### src/sv/fmf_pkg.sv
// fmf_pkg: shared types and constants of the MIDI message framer.
// Holds the result kinds, framing phases, MIDI byte codes and queue entry type.
// No dependencies.
`timescale 1ns / 1ps
`default_nettype none

package fmf_pkg;

  // Width of the reported error position
  localparam int unsigned POS_W = 16;

  // Result kinds
  typedef enum logic [2:0] {
    KIND_SHORT      = 3'd0,
    KIND_SYSEX_BYTE = 3'd1,
    KIND_SYSEX_END  = 3'd2,
    KIND_ACCEPT     = 3'd3,
    KIND_REJECT     = 3'd4
  } kind_e;

  // Framing phases
  typedef enum logic [2:0] {
    PH_IDLE     = 3'd0,
    PH_NEED1    = 3'd1,
    PH_NEED2    = 3'd2,
    PH_SYSEX    = 3'd3,
    PH_REJECTED = 3'd4
  } phase_e;

  // Rejection codes
  localparam logic ERR_BAD_DATA   = 1'b0;
  localparam logic ERR_INCOMPLETE = 1'b1;

  // MIDI byte codes
  localparam logic [7:0] SYSEX_START = 8'hF0;
  localparam logic [7:0] QFRAME      = 8'hF1;
  localparam logic [7:0] SONG_POS    = 8'hF2;
  localparam logic [7:0] SONG_SEL    = 8'hF3;
  localparam logic [7:0] TUNE_REQ    = 8'hF6;
  localparam logic [7:0] EOX         = 8'hF7;
  localparam logic [7:0] REALTIME_LO = 8'hF8;
  localparam logic [3:0] SYSTEM_HI   = 4'hF;
  localparam logic [3:0] PROG_HI     = 4'hC;
  localparam logic [3:0] PRESS_HI    = 4'hD;

  // One result item, without its last flag
  typedef struct packed {
    kind_e             kind;
    logic [7:0]        status;
    logic [6:0]        first;
    logic [6:0]        second;
    logic [1:0]        len;
    logic [7:0]        sysex;
    logic              err;
    logic [POS_W-1:0]  pos;
  } res_t;

  // Results caused by one byte: one or two
  typedef struct packed {
    logic two;
    res_t r0;
    res_t r1;
  } entry_t;

  // Queue status seen by the front
  typedef struct packed {
    logic full;
    logic empty;
  } qstat_t;

endpackage

`default_nettype wire

### src/sv/midi_message_framer.sv
// midi_message_framer: frames raw MIDI bytes into short messages, sysex bytes
// and block verdicts. A result is offered once its entry is queued. Throughput:
// one byte per cycle unless the queue is full; a byte with two results holds the
// output for both; a QUEUE_DEPTH-entry queue between framer and output absorbs it.
// Reset: asynchronous, active low; clears phase, held bytes, index and queue.
// Depends on fmf_pkg, fmf_front, fmf_queue, fmf_back.
`timescale 1ns / 1ps
`default_nettype none

module midi_message_framer #(
  parameter int unsigned INDEX_BITS  = 16,
  parameter int unsigned QUEUE_DEPTH = 4
) (
  input  wire logic        clk_i,
  input  wire logic        rst_ni,
  input  wire logic        in_valid_i,
  output logic             in_stall_o,
  input  wire logic [7:0]  byte_value_i,
  input  wire logic        block_end_i,
  output logic             out_valid_o,
  input  wire logic        out_stall_i,
  output logic [2:0]       kind_o,
  output logic [7:0]       status_byte_o,
  output logic [6:0]       first_data_o,
  output logic [6:0]       second_data_o,
  output logic [1:0]       msg_length_o,
  output logic [7:0]       sysex_byte_o,
  output logic             error_code_o,
  output logic [15:0]      error_position_o,
  output logic             last_result_o
);

  fmf_pkg::entry_t  push_entry, head;
  fmf_pkg::qstat_t  qstat;
  fmf_pkg::res_t    res;
  logic             take, push, pop;

  // Front accepts whenever the queue has room
  assign in_stall_o = qstat.full;
  assign take       = in_valid_i && !in_stall_o;

  fmf_front #(
    .INDEX_BITS(INDEX_BITS)
  ) u_front (
    .clk_i   (clk_i),
    .rst_ni  (rst_ni),
    .take_i  (take),
    .byte_i  (byte_value_i),
    .last_i  (block_end_i),
    .entry_o (push_entry),
    .push_o  (push)
  );

  fmf_queue #(
    .DEPTH(QUEUE_DEPTH)
  ) u_queue (
    .clk_i   (clk_i),
    .rst_ni  (rst_ni),
    .push_i  (push),
    .entry_i (push_entry),
    .pop_i   (pop),
    .head_o  (head),
    .stat_o  (qstat)
  );

  fmf_back u_back (
    .clk_i       (clk_i),
    .rst_ni      (rst_ni),
    .head_i      (head),
    .stat_i      (qstat),
    .pop_o       (pop),
    .out_valid_o (out_valid_o),
    .out_stall_i (out_stall_i),
    .res_o       (res),
    .last_o      (last_result_o)
  );

  // Result fields
  assign kind_o           = res.kind;
  assign status_byte_o    = res.status;
  assign first_data_o     = res.first;
  assign second_data_o    = res.second;
  assign msg_length_o     = res.len;
  assign sysex_byte_o     = res.sysex;
  assign error_code_o     = res.err;
  assign error_position_o = res.pos;

  // A block verdict is always the final result of its byte
  a_verdict_last: assert property (@(posedge clk_i) disable iff (!rst_ni)
    out_valid_o && ((kind_o == fmf_pkg::KIND_ACCEPT) || (kind_o == fmf_pkg::KIND_REJECT))
    |-> last_result_o)
    else $error("block verdict not marked as final result");

  // Short messages carry a nonzero length, other kinds none
  a_short_len: assert property (@(posedge clk_i) disable iff (!rst_ni)
    out_valid_o |-> ((kind_o == fmf_pkg::KIND_SHORT) == (msg_length_o != 2'd0)))
    else $error("message length does not match result kind");

  // The queue never pushes while full
  a_no_overflow: assert property (@(posedge clk_i) disable iff (!rst_ni)
    push |-> !qstat.full)
    else $error("result queue overflow");

  // A stalled result item holds its payload
  a_stall_hold: assert property (@(posedge clk_i) disable iff (!rst_ni)
    out_valid_o && out_stall_i |=> out_valid_o && $stable(res) && $stable(last_result_o))
    else $error("stalled result item changed");

endmodule

`default_nettype wire

### src/sv/fmf_front.sv
// fmf_front: accepts raw MIDI bytes, tracks the framing phase and builds
// the zero, one or two results each byte causes. Depends on fmf_pkg.
`timescale 1ns / 1ps
`default_nettype none

module fmf_front #(
  parameter int unsigned INDEX_BITS = 16
) (
  input  wire logic            clk_i,
  input  wire logic            rst_ni,
  input  wire logic            take_i,
  input  wire logic [7:0]      byte_i,
  input  wire logic            last_i,
  output fmf_pkg::entry_t      entry_o,
  output logic                 push_o
);

  fmf_pkg::phase_e        phase_q, phase_d, phase_step;
  logic [7:0]             status_q, status_d;
  logic [6:0]             first_q, first_d;
  logic                   three_q, three_d;
  logic [INDEX_BITS-1:0]  idx_q, idx_d;
  logic [fmf_pkg::POS_W-1:0] pos_sat;

  logic is_status, is_chan_status, is_single, is_open, open_three;
  fmf_pkg::res_t prim, endr;
  logic prim_v, end_v;

  // Position clamped to the port width
  if (INDEX_BITS > fmf_pkg::POS_W) begin : g_sat
    assign pos_sat = (|idx_q[INDEX_BITS-1:fmf_pkg::POS_W]) ? '1
                                                           : idx_q[fmf_pkg::POS_W-1:0];
  end else if (INDEX_BITS == fmf_pkg::POS_W) begin : g_eq
    assign pos_sat = idx_q;
  end else begin : g_ext
    assign pos_sat = {{(fmf_pkg::POS_W - INDEX_BITS){1'b0}}, idx_q};
  end

  // Byte decode
  assign is_status      = byte_i[7];
  assign is_chan_status = byte_i[7] && (byte_i[7:4] != fmf_pkg::SYSTEM_HI);
  assign is_single  = (byte_i >= fmf_pkg::REALTIME_LO) || (byte_i == fmf_pkg::TUNE_REQ);
  assign is_open    = is_chan_status || (byte_i inside {fmf_pkg::QFRAME, fmf_pkg::SONG_POS,
                                                         fmf_pkg::SONG_SEL});
  assign open_three = is_chan_status ?
                      !(byte_i[7:4] inside {fmf_pkg::PROG_HI, fmf_pkg::PRESS_HI})
                    : (byte_i == fmf_pkg::SONG_POS);

  // Next state
  always_comb begin
    phase_step = phase_q;
    status_d   = status_q;
    first_d    = first_q;
    three_d    = three_q;
    idx_d      = idx_q;
    phase_d    = phase_q;
    if (take_i) begin
      case (phase_q)
        fmf_pkg::PH_IDLE: begin
          if (is_open) begin
            status_d   = byte_i;
            first_d    = '0;
            three_d    = open_three;
            phase_step = fmf_pkg::PH_NEED1;
          end else if (byte_i == fmf_pkg::SYSEX_START) begin
            phase_step = fmf_pkg::PH_SYSEX;
          end
        end
        fmf_pkg::PH_NEED1: begin
          if (is_status) begin
            phase_step = fmf_pkg::PH_REJECTED;
          end else if (!three_q) begin
            phase_step = fmf_pkg::PH_IDLE;
          end else begin
            first_d    = byte_i[6:0];
            phase_step = fmf_pkg::PH_NEED2;
          end
        end
        fmf_pkg::PH_NEED2: begin
          phase_step = is_status ? fmf_pkg::PH_REJECTED : fmf_pkg::PH_IDLE;
        end
        fmf_pkg::PH_SYSEX: begin
          if (byte_i == fmf_pkg::EOX) begin
            phase_step = fmf_pkg::PH_IDLE;
          end else if (is_chan_status) begin
            // channel status ends the sysex and opens its own message
            status_d   = byte_i;
            first_d    = '0;
            three_d    = open_three;
            phase_step = fmf_pkg::PH_NEED1;
          end
        end
        default: begin
          phase_step = phase_q;
        end
      endcase
      phase_d = phase_step;
      idx_d   = (&idx_q) ? idx_q : idx_q + 1'b1;
      // block end re-arms the framer
      if (last_i) begin
        phase_d  = fmf_pkg::PH_IDLE;
        status_d = '0;
        first_d  = '0;
        three_d  = 1'b0;
        idx_d    = '0;
      end
    end
  end

  // Result building
  always_comb begin
    prim   = '0;
    prim_v = 1'b0;
    case (phase_q)
      fmf_pkg::PH_IDLE: begin
        if (is_single) begin
          prim_v      = 1'b1;
          prim.kind   = fmf_pkg::KIND_SHORT;
          prim.status = byte_i;
          prim.len    = 2'd1;
        end
      end
      fmf_pkg::PH_NEED1: begin
        if (is_status) begin
          prim_v    = 1'b1;
          prim.kind = fmf_pkg::KIND_REJECT;
          prim.err  = fmf_pkg::ERR_BAD_DATA;
          prim.pos  = pos_sat;
        end else if (!three_q) begin
          prim_v      = 1'b1;
          prim.kind   = fmf_pkg::KIND_SHORT;
          prim.status = status_q;
          prim.first  = byte_i[6:0];
          prim.len    = 2'd2;
        end
      end
      fmf_pkg::PH_NEED2: begin
        prim_v = 1'b1;
        if (is_status) begin
          prim.kind = fmf_pkg::KIND_REJECT;
          prim.err  = fmf_pkg::ERR_BAD_DATA;
          prim.pos  = pos_sat;
        end else begin
          prim.kind   = fmf_pkg::KIND_SHORT;
          prim.status = status_q;
          prim.first  = first_q;
          prim.second = byte_i[6:0];
          prim.len    = 2'd3;
        end
      end
      fmf_pkg::PH_SYSEX: begin
        prim_v = 1'b1;
        if ((byte_i == fmf_pkg::EOX) || is_chan_status) begin
          prim.kind = fmf_pkg::KIND_SYSEX_END;
        end else begin
          prim.kind  = fmf_pkg::KIND_SYSEX_BYTE;
          prim.sysex = byte_i;
        end
      end
      default: begin
        prim_v = 1'b0;
      end
    endcase

    // block end verdict, unless already rejected
    endr  = '0;
    end_v = last_i && (phase_step != fmf_pkg::PH_REJECTED);
    if (phase_step == fmf_pkg::PH_IDLE) begin
      endr.kind = fmf_pkg::KIND_ACCEPT;
    end else begin
      endr.kind = fmf_pkg::KIND_REJECT;
      endr.err  = fmf_pkg::ERR_INCOMPLETE;
      endr.pos  = pos_sat;
    end
  end

  // Pack the results of this byte
  assign push_o      = take_i && (prim_v || end_v);
  assign entry_o.two = prim_v && end_v;
  assign entry_o.r0  = prim_v ? prim : endr;
  assign entry_o.r1  = endr;

  always_ff @(posedge clk_i or negedge rst_ni) begin
    if (!rst_ni) begin
      phase_q  <= fmf_pkg::PH_IDLE;
      status_q <= '0;
      first_q  <= '0;
      three_q  <= 1'b0;
      idx_q    <= '0;
    end else begin
      phase_q  <= phase_d;
      status_q <= status_d;
      first_q  <= first_d;
      three_q  <= three_d;
      idx_q    <= idx_d;
    end
  end

endmodule

`default_nettype wire

### src/sv/fmf_queue.sv
// fmf_queue: short register queue of result entries between front and back.
// Depends on fmf_pkg.
`timescale 1ns / 1ps
`default_nettype none

module fmf_queue #(
  parameter int unsigned DEPTH = 4
) (
  input  wire logic             clk_i,
  input  wire logic             rst_ni,
  input  wire logic             push_i,
  input  wire fmf_pkg::entry_t  entry_i,
  input  wire logic             pop_i,
  output fmf_pkg::entry_t       head_o,
  output fmf_pkg::qstat_t       stat_o
);

  localparam int unsigned PTR_W = (DEPTH > 1) ? $clog2(DEPTH) : 1;
  localparam int unsigned CNT_W = $clog2(DEPTH + 1);

  fmf_pkg::entry_t   mem_q [DEPTH];
  logic [PTR_W-1:0]  wr_q, wr_d, rd_q, rd_d;
  logic [CNT_W-1:0]  cnt_q, cnt_d;
  logic              do_push, do_pop;

  assign stat_o.full  = (cnt_q == CNT_W'(DEPTH));
  assign stat_o.empty = (cnt_q == '0);
  assign do_push      = push_i && !stat_o.full;
  assign do_pop       = pop_i && !stat_o.empty;
  assign head_o       = mem_q[rd_q];

  // Pointer and count update
  always_comb begin
    wr_d  = wr_q;
    rd_d  = rd_q;
    cnt_d = cnt_q;
    if (do_push) begin
      wr_d = (wr_q == PTR_W'(DEPTH - 1)) ? '0 : wr_q + 1'b1;
    end
    if (do_pop) begin
      rd_d = (rd_q == PTR_W'(DEPTH - 1)) ? '0 : rd_q + 1'b1;
    end
    if (do_push && !do_pop) begin
      cnt_d = cnt_q + 1'b1;
    end else if (do_pop && !do_push) begin
      cnt_d = cnt_q - 1'b1;
    end
  end

  always_ff @(posedge clk_i or negedge rst_ni) begin
    if (!rst_ni) begin
      wr_q  <= '0;
      rd_q  <= '0;
      cnt_q <= '0;
    end else begin
      wr_q  <= wr_d;
      rd_q  <= rd_d;
      cnt_q <= cnt_d;
    end
  end

  // Storage
  always_ff @(posedge clk_i) begin
    if (do_push) begin
      mem_q[wr_q] <= entry_i;
    end
  end

endmodule

`default_nettype wire

### src/sv/fmf_back.sv
// fmf_back: hands out the queued results one item at a time on the output
// channel and retires each queue entry after its last result. Depends on fmf_pkg.
`timescale 1ns / 1ps
`default_nettype none

module fmf_back (
  input  wire logic             clk_i,
  input  wire logic             rst_ni,
  input  wire fmf_pkg::entry_t  head_i,
  input  wire fmf_pkg::qstat_t  stat_i,
  output logic                  pop_o,
  output logic                  out_valid_o,
  input  wire logic             out_stall_i,
  output fmf_pkg::res_t         res_o,
  output logic                  last_o
);

  logic slot_q, slot_d;
  logic take;

  // Current result of the head entry
  assign out_valid_o = !stat_i.empty;
  assign res_o       = slot_q ? head_i.r1 : head_i.r0;
  assign last_o      = !head_i.two || slot_q;
  assign take        = out_valid_o && !out_stall_i;
  assign pop_o       = take && last_o;

  always_comb begin
    slot_d = slot_q;
    if (take) begin
      slot_d = !last_o;
    end
  end

  always_ff @(posedge clk_i or negedge rst_ni) begin
    if (!rst_ni) begin
      slot_q <= 1'b0;
    end else begin
      slot_q <= slot_d;
    end
  end

endmodule

`default_nettype wire
### config.mk
export PLATFORM = sky130hd
export DESIGN_NAME = midi_message_framer
export DESIGN_NICKNAME = d
export VERILOG_FILES = /design/src/sv/fmf_pkg.sv /design/src/sv/midi_message_framer.sv /design/src/sv/fmf_front.sv /design/src/sv/fmf_queue.sv /design/src/sv/fmf_back.sv
export SDC_FILE = /design/constraint.sdc
export NUM_CORES = 1
export LEC_CHECK = 0
export BUFFER_PORTS_ARGS = -buffer_cell sky130_fd_sc_hd__buf_2
export CAP_MARGIN = 20
export CORE_MARGIN = 5
export CORE_UTILIZATION = 57
export DETAILED_ROUTE_END_ITERATION = 7
export HOLD_SLACK_MARGIN = 0.05
export PLACE_DENSITY = 0.77
export RECOVER_POWER = 100
export SETUP_SLACK_MARGIN = 0.5
export SYNTH_ARGS = -nofsm -noshare
export SYNTH_HDL_FRONTEND = slang
export SYNTH_HIERARCHICAL = 1
export SYNTH_SLANG_ARGS = --single-unit
### constraint.sdc
create_clock -name clk_i -period 6.7 [get_ports clk_i]
set_input_delay 0.335 -clock clk_i [delete_from_list [all_inputs] [get_ports clk_i]]
set_output_delay 0.335 -clock clk_i [all_outputs]
set_load 0.005 [all_outputs]
==> out/qor.csv, run 1 <==
metric;value;unit
max_slew headroom;-0.4623;
total negative slack;0;ns
hold buffer count at cts;2;
pin count of the biggest net entering global routing;75;
routed vias/inst;5.934;
Tcrit/Tclk final;0.7514;
Seq cells post-synth;463;
Worst-path clk slew;0.06;ns
Initial Util;0.5767;
Synth top area share;0.6539;
Initial DRC Count;925;
global-route wire length before repair;55.49;mm
ys async rst share;0.09287;
wire length per cell;22.92;µm
max cap viols;7;
CP max FO;74;
vias in the first global route;9659;
VDD IR max;0.2696;mV
CTS sink cnt;463;
Crit Reg-Reg Endpoint;u_queue/mem_q[3][91];
Die Area;37620;µm²
clock skew;0.01954;ns
total CTS buffers;45;
Max clock buf depth;3;
Min-Delay Startpoint;byte_value_i[5];
R2R setup slack;1.67;ns
cts repair resizes;0;
count of warnings emitted by yosys;6;
Crit path arrival time;5.20;ns
synthesized instance count;973;
Post-Syn Area;19290;µm²
violated checks;max-capacitance violations, max-slew violations;
number of fill cells;2297;
status;finished with violations;
Post-synth top flop;edfxtp_1;
I/O Buffers;67;
Min Hold Slack;0.1511;ns
Lkg Pwr;0.007046;µW
Hold Crit Class;input port to flip-flop;
later-pin clock latency in the skew report;0.54;ns
critical path endpoint category;flip-flop;
Detailed Place HPWL;20.32;mm
GR Util All Layers;0.1879;
clk root buf;clkbuf_16;
r2r startpoint;u_queue/cnt_q[2];
Req. time, crit path;6.87;ns
R2R depth;10;
GPL Wtd Cong;0.8738;
CTS tree;done;
area of the core;33450;µm²
H-tree depth;2;
via count;9126;
layout overhead on the synthesized area;8.822;%
hold depth;2;
Mean Syn Cell Area;19.82;µm²
sequential fraction of the synthesis area;0.7097;
Least-Margin Pin Slew;2.193;ns
Netlist cell types;67;
Synth area leaders;edfxtp_1, mux4_2, dfrtp_1;
Final Power;9012;µW
io pins;68;
final-report max-slew violation count;194;
EDFF count, synth;420;
CP Class;flip-flop to flip-flop;
Synth area leader;edfxtp_1;
final net count;1073;
row cnt;67;
postcts setup bufs;0;
startpoint types;flip-flop;
antenna viol nets, final;0;
Worst Setup SP;u_queue/cnt_q[2];
Min-Delay Endpoint;u_front/status_q[5];
die width;194.0;µm
drt first pass iters;6;
ratio of cells with drive above 1 in the final layout;0.2397;
post-layout minimum cycle time;5.035;ns
count of final hold-check violations;0;
Fmax;198.6;MHz
DRC errors left;0;
Final setup viols;0;
final wirelength;35.25;mm
Die Y;194.0;µm
initial antenna violation count;1;
RSZ-0062 raised after global routing;false;
Pwr Density;429.4;nW/µm²
remaining global-route overflow;0;
-- layout by cell type (no fill, tap or decap), drive strengths merged, types with 4 or more instances in the layout --
master / n
edfxtp: 420
mux4: 105
clkbuf: 79
buf: 62
mux2: 59
dfrtp: 43
nor2: 34
conb: 32
and2: 29
a22o: 23
nand2: 20
clkinv: 20
nor3b: 17
xnor2: 15
inv: 14
nand3: 10
nor3: 9
a21oi: 8
a211oi: 8
o21ai: 8
nor2b: 7
ha: 7
nand2b: 5
nor4: 5
or2: 4
-- layout make-up --
| type | instances | area, µm² | area share |
|---|---|---|---|
| Antenna cell | 1 | 2.502 | 0.0001192 |
| Multi-Input combinational cell | 445 | 4870 | 0.2320 |
| Sequential cell | 463 | 13700 | 0.6525 |
| Clock inverter | 25 | 145.1 | 0.006915 |
| Tap cell | 448 | 560.5 | 0.02670 |
| Inverter | 13 | 48.80 | 0.002325 |
| Clock buffer | 59 | 1231 | 0.05866 |
| Timing Repair Buffer | 84 | 436.7 | 0.02080 |
-- flip-flops by register name, summed over array words and instances (netlist names) --
register / flops
u_queue/mem_q: 420
u_front/idx_q: 16
u_front/status_q: 8
u_front/first_q: 7
u_front/phase_q: 3
u_queue/cnt_q: 3
u_queue/rd_q: 2
u_queue/wr_q: 2
u_back/slot_q: 1
u_front/three_q: 1
-- where the power goes --
part	total (µW)	internal [µW]	switching, µW	leakage [µW]
combinational	2580	1220	1360	0.00193
clock	2330	1330	997	0.000666
sequential	4100	3790	313	0.00445
total	9010	6340	2670	0.00705
-- cell families after synthesis --
| logic type | Yosys count | synth area share |
|---|---|---|
| AO/OA/AOI/OAI | 71 | 0.02939 |
| multiplexers | 164 | 0.1666 |
| flip-flops | 463 | 0.7097 |
| adder cells (fa/ha/maj) | 8 | 0.005578 |
| XOR/XNOR | 18 | 0.008174 |
| buffers and inverters | 96 | 0.03522 |
| AND/OR/NAND/NOR | 152 | 0.04521 |
| other | 1 | 0.0001944 |
-- stage by stage --
stage	std cells	cell area [µm²]	util	worst slack, ns
final	1538	20990	0.6275	1.665
after detailed placement	1448	19800	0.5919	2.798
after floorplan	1004	19410	-	1.822
after global placement	1448	19800	0.5919	2.890
after CTS	1534	21200	0.6337	2.850
after global routing	1537	20990	0.6275	1.304
-- layer usage --
metal / up-vias / part of all wire / GRT usage
met2: 324 / 0.52 / 0.3244
met4: 2 / 0.020 / 0.04974
li1: 4025 / - / -
met1: 4710 / 0.40 / 0.2535
met5: - / 0.00037 / 0
met3: 65 / 0.062 / 0.03058
-- critical path: stages, from the launching register on --
cell	delay [ns]
dfrtp_1	0.42
nor3b_1	0.19
nor2b_1	0.59
inv_1	0.27
a21oi_1	0.25
a21oi_1	0.12
a21oi_1	0.19
nand2_1	0.07
nor2_1	0.67
clkbuf_1	1.34
buf_12	0.52
-- synth_stat cells, drive strengths merged (13+ instances only) --
master  count
a22o       23
edfxtp    420
and2       29
nand2      20
mux2       59
buf        71
mux4      105
nor2       34
nor3b      17
inv        13
dfrtp      43
xnor2      15
-- worst max path at each step --
stage | slack, ns | endpoint | cells past startpoint
6_report | 1.67 | u_queue/mem_q[3][91] | 10
3_5_place_dp | 2.80 | u_queue/mem_q[0][35] | 9
2_1_floorplan | 1.82 | u_queue/mem_q[0][0] | 10
4_1_cts | 2.85 | u_queue/mem_q[2][42] | 10
3_3_place_gp | 2.89 | u_queue/mem_q[2][45] | 9
5_1_grt | 1.30 | msg_length_o[1] | 4
Power figures use the tool's default switching activity.
==> run 2: changes to the inputs <==
- clock period: 6.7 -> 4.55 ns (I/O delays scaled with it)
==> run 2 against run 1 <==
Register-to-register slack got worse by 0.99 ns. Critical endpoint is now u_queue/mem_q[2][8]. Fmax rose by 30%. The flow still finishes with violations (max-capacitance violations, max-slew violations). Critical path type unchanged. Largest cell class unchanged. Highest routed layer unchanged. Wire length fell by 1.4%.
==> out/qor.csv, run 2 (synthesis gave the netlist of run 1 again) <==
metric;value;unit;change
status;finished with violations;;
violated checks;max-capacitance violations, max-slew violations;;
final net count;1076;;+0.28%
max cap viols;3;;-4
met2 Use GR;0.3149;;-0.009490
CTS sink cnt;463;;unchanged
drt first pass iters;5;;-1
CTS tree;done;;
area of the multi-input gates;4878;µm²;+0.18%
Req. time, crit path;4.75;ns;-2.12 ns
pin count of the biggest net entering global routing;108;;+44%
busiest metal layer after global routing;met2;;
io pins;68;;unchanged
layout overhead on the synthesized area;9.601;%;
Pwr Density;632.7;nW/µm²;+47%
Least-Margin Pin Slew;2.565;ns;+0.3719 ns
row cnt;67;;unchanged
routed vias/inst;5.868;;-1.1%
n_diodes;0;;-1
Area after DPL;19890;µm²;+0.46%
crit-path leading delay family;simple AND/OR/NAND/NOR gates;;
final wirelength;34.75;mm;-1.4%
Worst-path clk slew;0.06;ns;about the same
Die Y;194.0;µm;unchanged
clk root buf;clkbuf_16;;
vias in the first global route;9601;;-0.60%
Worst Path Buf+Inv;2;;-1
CP max FO;31;;-58%
CP Cell Sequence;nor3b_1, nor2b_4, inv_1, a22oi_1, nand3_1, a21oi_1, a21oi_1, nor2b_1, and2_4, buf_4;;
count of final hold-check violations;0;;unchanged
Design Area, Final;21140;µm²;+0.72%
sequential cell area;13700;µm²;about the same
wire length per cell;22.56;µm;-1.6%
via count;9037;;-0.98%
Final Power;13380;µW;+48%
number of fill cells;2248;;-2.1%
commonest non-fill, non-tap cell in the layout;edfxtp_1;;
max_slew headroom;-0.7102;;-0.2479
Initial Util;0.5767;;unchanged
die width;194.0;µm;unchanged
area of the core;33450;µm²;unchanged
Biggest register;u_queue/mem_q;;
global-route wire length before repair;55.26;mm;-0.41%
Crit path arrival time;4.07;ns;-1.13 ns
hold depth;2;;unchanged
cts repair resizes;0;;unchanged
GR Util met3;0.03110;;+0.0005213
most frequent cells in the layout;edfxtp_1, mux4_2, buf_2;;
H-tree depth;2;;unchanged
post-layout minimum cycle time;3.871;ns;-1.163 ns
Max clock buf depth;3;;unchanged
Hold Crit Class;input port to flip-flop;;
Fmax;258.3;MHz;+30%
remaining global-route overflow;0;;unchanged
critical path endpoint category;flip-flop;;
clock skew;0.01024;ns;-0.009291 ns
Initial DRC Count;746;;-19%
final-report max-slew violation count;160;;-18%
ratio of cells with drive above 1 in the final layout;0.2436;;+0.003920
GR Util All Layers;0.1861;;-0.001716
Detailed Place HPWL;20.00;mm;-1.6%
largest stage delay on the critical path;0.72;ns;-0.62 ns
later-pin clock latency in the skew report;0.55;ns;about the same
crit path max-delay cell type;nor3b_1;;
Lkg Pwr;0.007103;µW;+0.81%
DRC errors left;0;;unchanged
Final setup viols;0;;unchanged
initial antenna violation count;1;;unchanged
Tcrit/Tclk final;0.8508;;+0.09941
Die Area;37620;µm²;unchanged
I/O Buffers;67;;unchanged
met1 Resource Use GR;0.2569;;+0.003427
Top Registers;u_queue/mem_q: 420 flops, u_front/idx_q: 16 flops, u_front/status_q: 8 flops;;
antenna viol nets, final;0;;unchanged
total CTS buffers;45;;unchanged
CP Depth;10;;unchanged
VDD IR max;0.4543;mV;+69%
RSZ-0062 raised after global routing;false;;
flip-flop count of the largest register after layout;420;;unchanged
CP Class;flip-flop to flip-flop;;
R2R depth;10;;unchanged
startpoint types;flip-flop;;
most used cell, CP;a21oi_1;;
GPL Wtd Cong;0.8827;;+1.0%
run 2: changes by cell type in the layout (fill, tap and decap cells not counted), sizes merged:
cell and delta:
clkbuf +10, dlygate4sd3 +4, bufinv +1, clkinvlp -3, diode -1, buf +1, clkinv -10
run 2: cell type report:
type | count | share of cell area
clock inverters | 13 | 0.006688
flip-flops and latches | 463 | 0.6480
inverters | 13 | 0.002308
repair buffers | 87 | 0.02592
clock buffers | 71 | 0.05978
multi-input cells | 445 | 0.2308
well taps | 448 | 0.02652
run 2: layer usage:
| metal | routed length, µm | share of wire |
|---|---|---|
| met4 | 873 | 0.025 |
| met2 | 17510 | 0.50 |
| met1 | 14750 | 0.42 |
| met3 | 1601 | 0.046 |
| met5 | 13 | 0.00037 |
run 2: final timing paths:
path | start | endpoint | slack, ns
setup / recovery | u_queue/cnt_q[1] | u_queue/mem_q[2][8] | 0.68
max in group asynchronous | rst_ni | u_queue/rd_q[1] | 1.61
min in group asynchronous | rst_ni | u_front/idx_q[11] | 1.12
hold reg to reg | u_front/status_q[3] | u_front/status_q[3] | 0.50
setup reg to reg | u_queue/cnt_q[1] | u_queue/mem_q[2][8] | 0.68
hold / removal | block_end_i | u_front/phase_q[0] | 0.06
run 2: per-stage QoR:
step | hold slack (ns) | setup TNS (ns) | setup WS, ns | cells | util
after global placement | 0.3544 | 0 | 1.083 | 1450 | 0.5946
after detailed placement | 0.3615 | 0 | 1.038 | 1450 | 0.5946
final | 0.06367 | 0 | 0.6787 | 1540 | 0.6320
after CTS | 0.05097 | 0 | 0.9775 | 1540 | 0.6384
after global routing | 0.07675 | 0 | 0.3932 | 1540 | 0.6320
after floorplan | -0.06809 | -31.19 | -0.2970 | 1004 | -
run 2: power breakdown:
group	leakage (µW)	switching [µW]	internal [µW]
combinational	0.00197	2110	1840
clock	0.000680	1470	2030
sequential	0.00445	357	5570
total	0.00710	3940	9440
run 2: what timing repair did:
action | in CTS | in global routing
endpoints found under the hold margin | 50 | 0
hold buffers | 6 | 0
setup buffers | 0 | 0
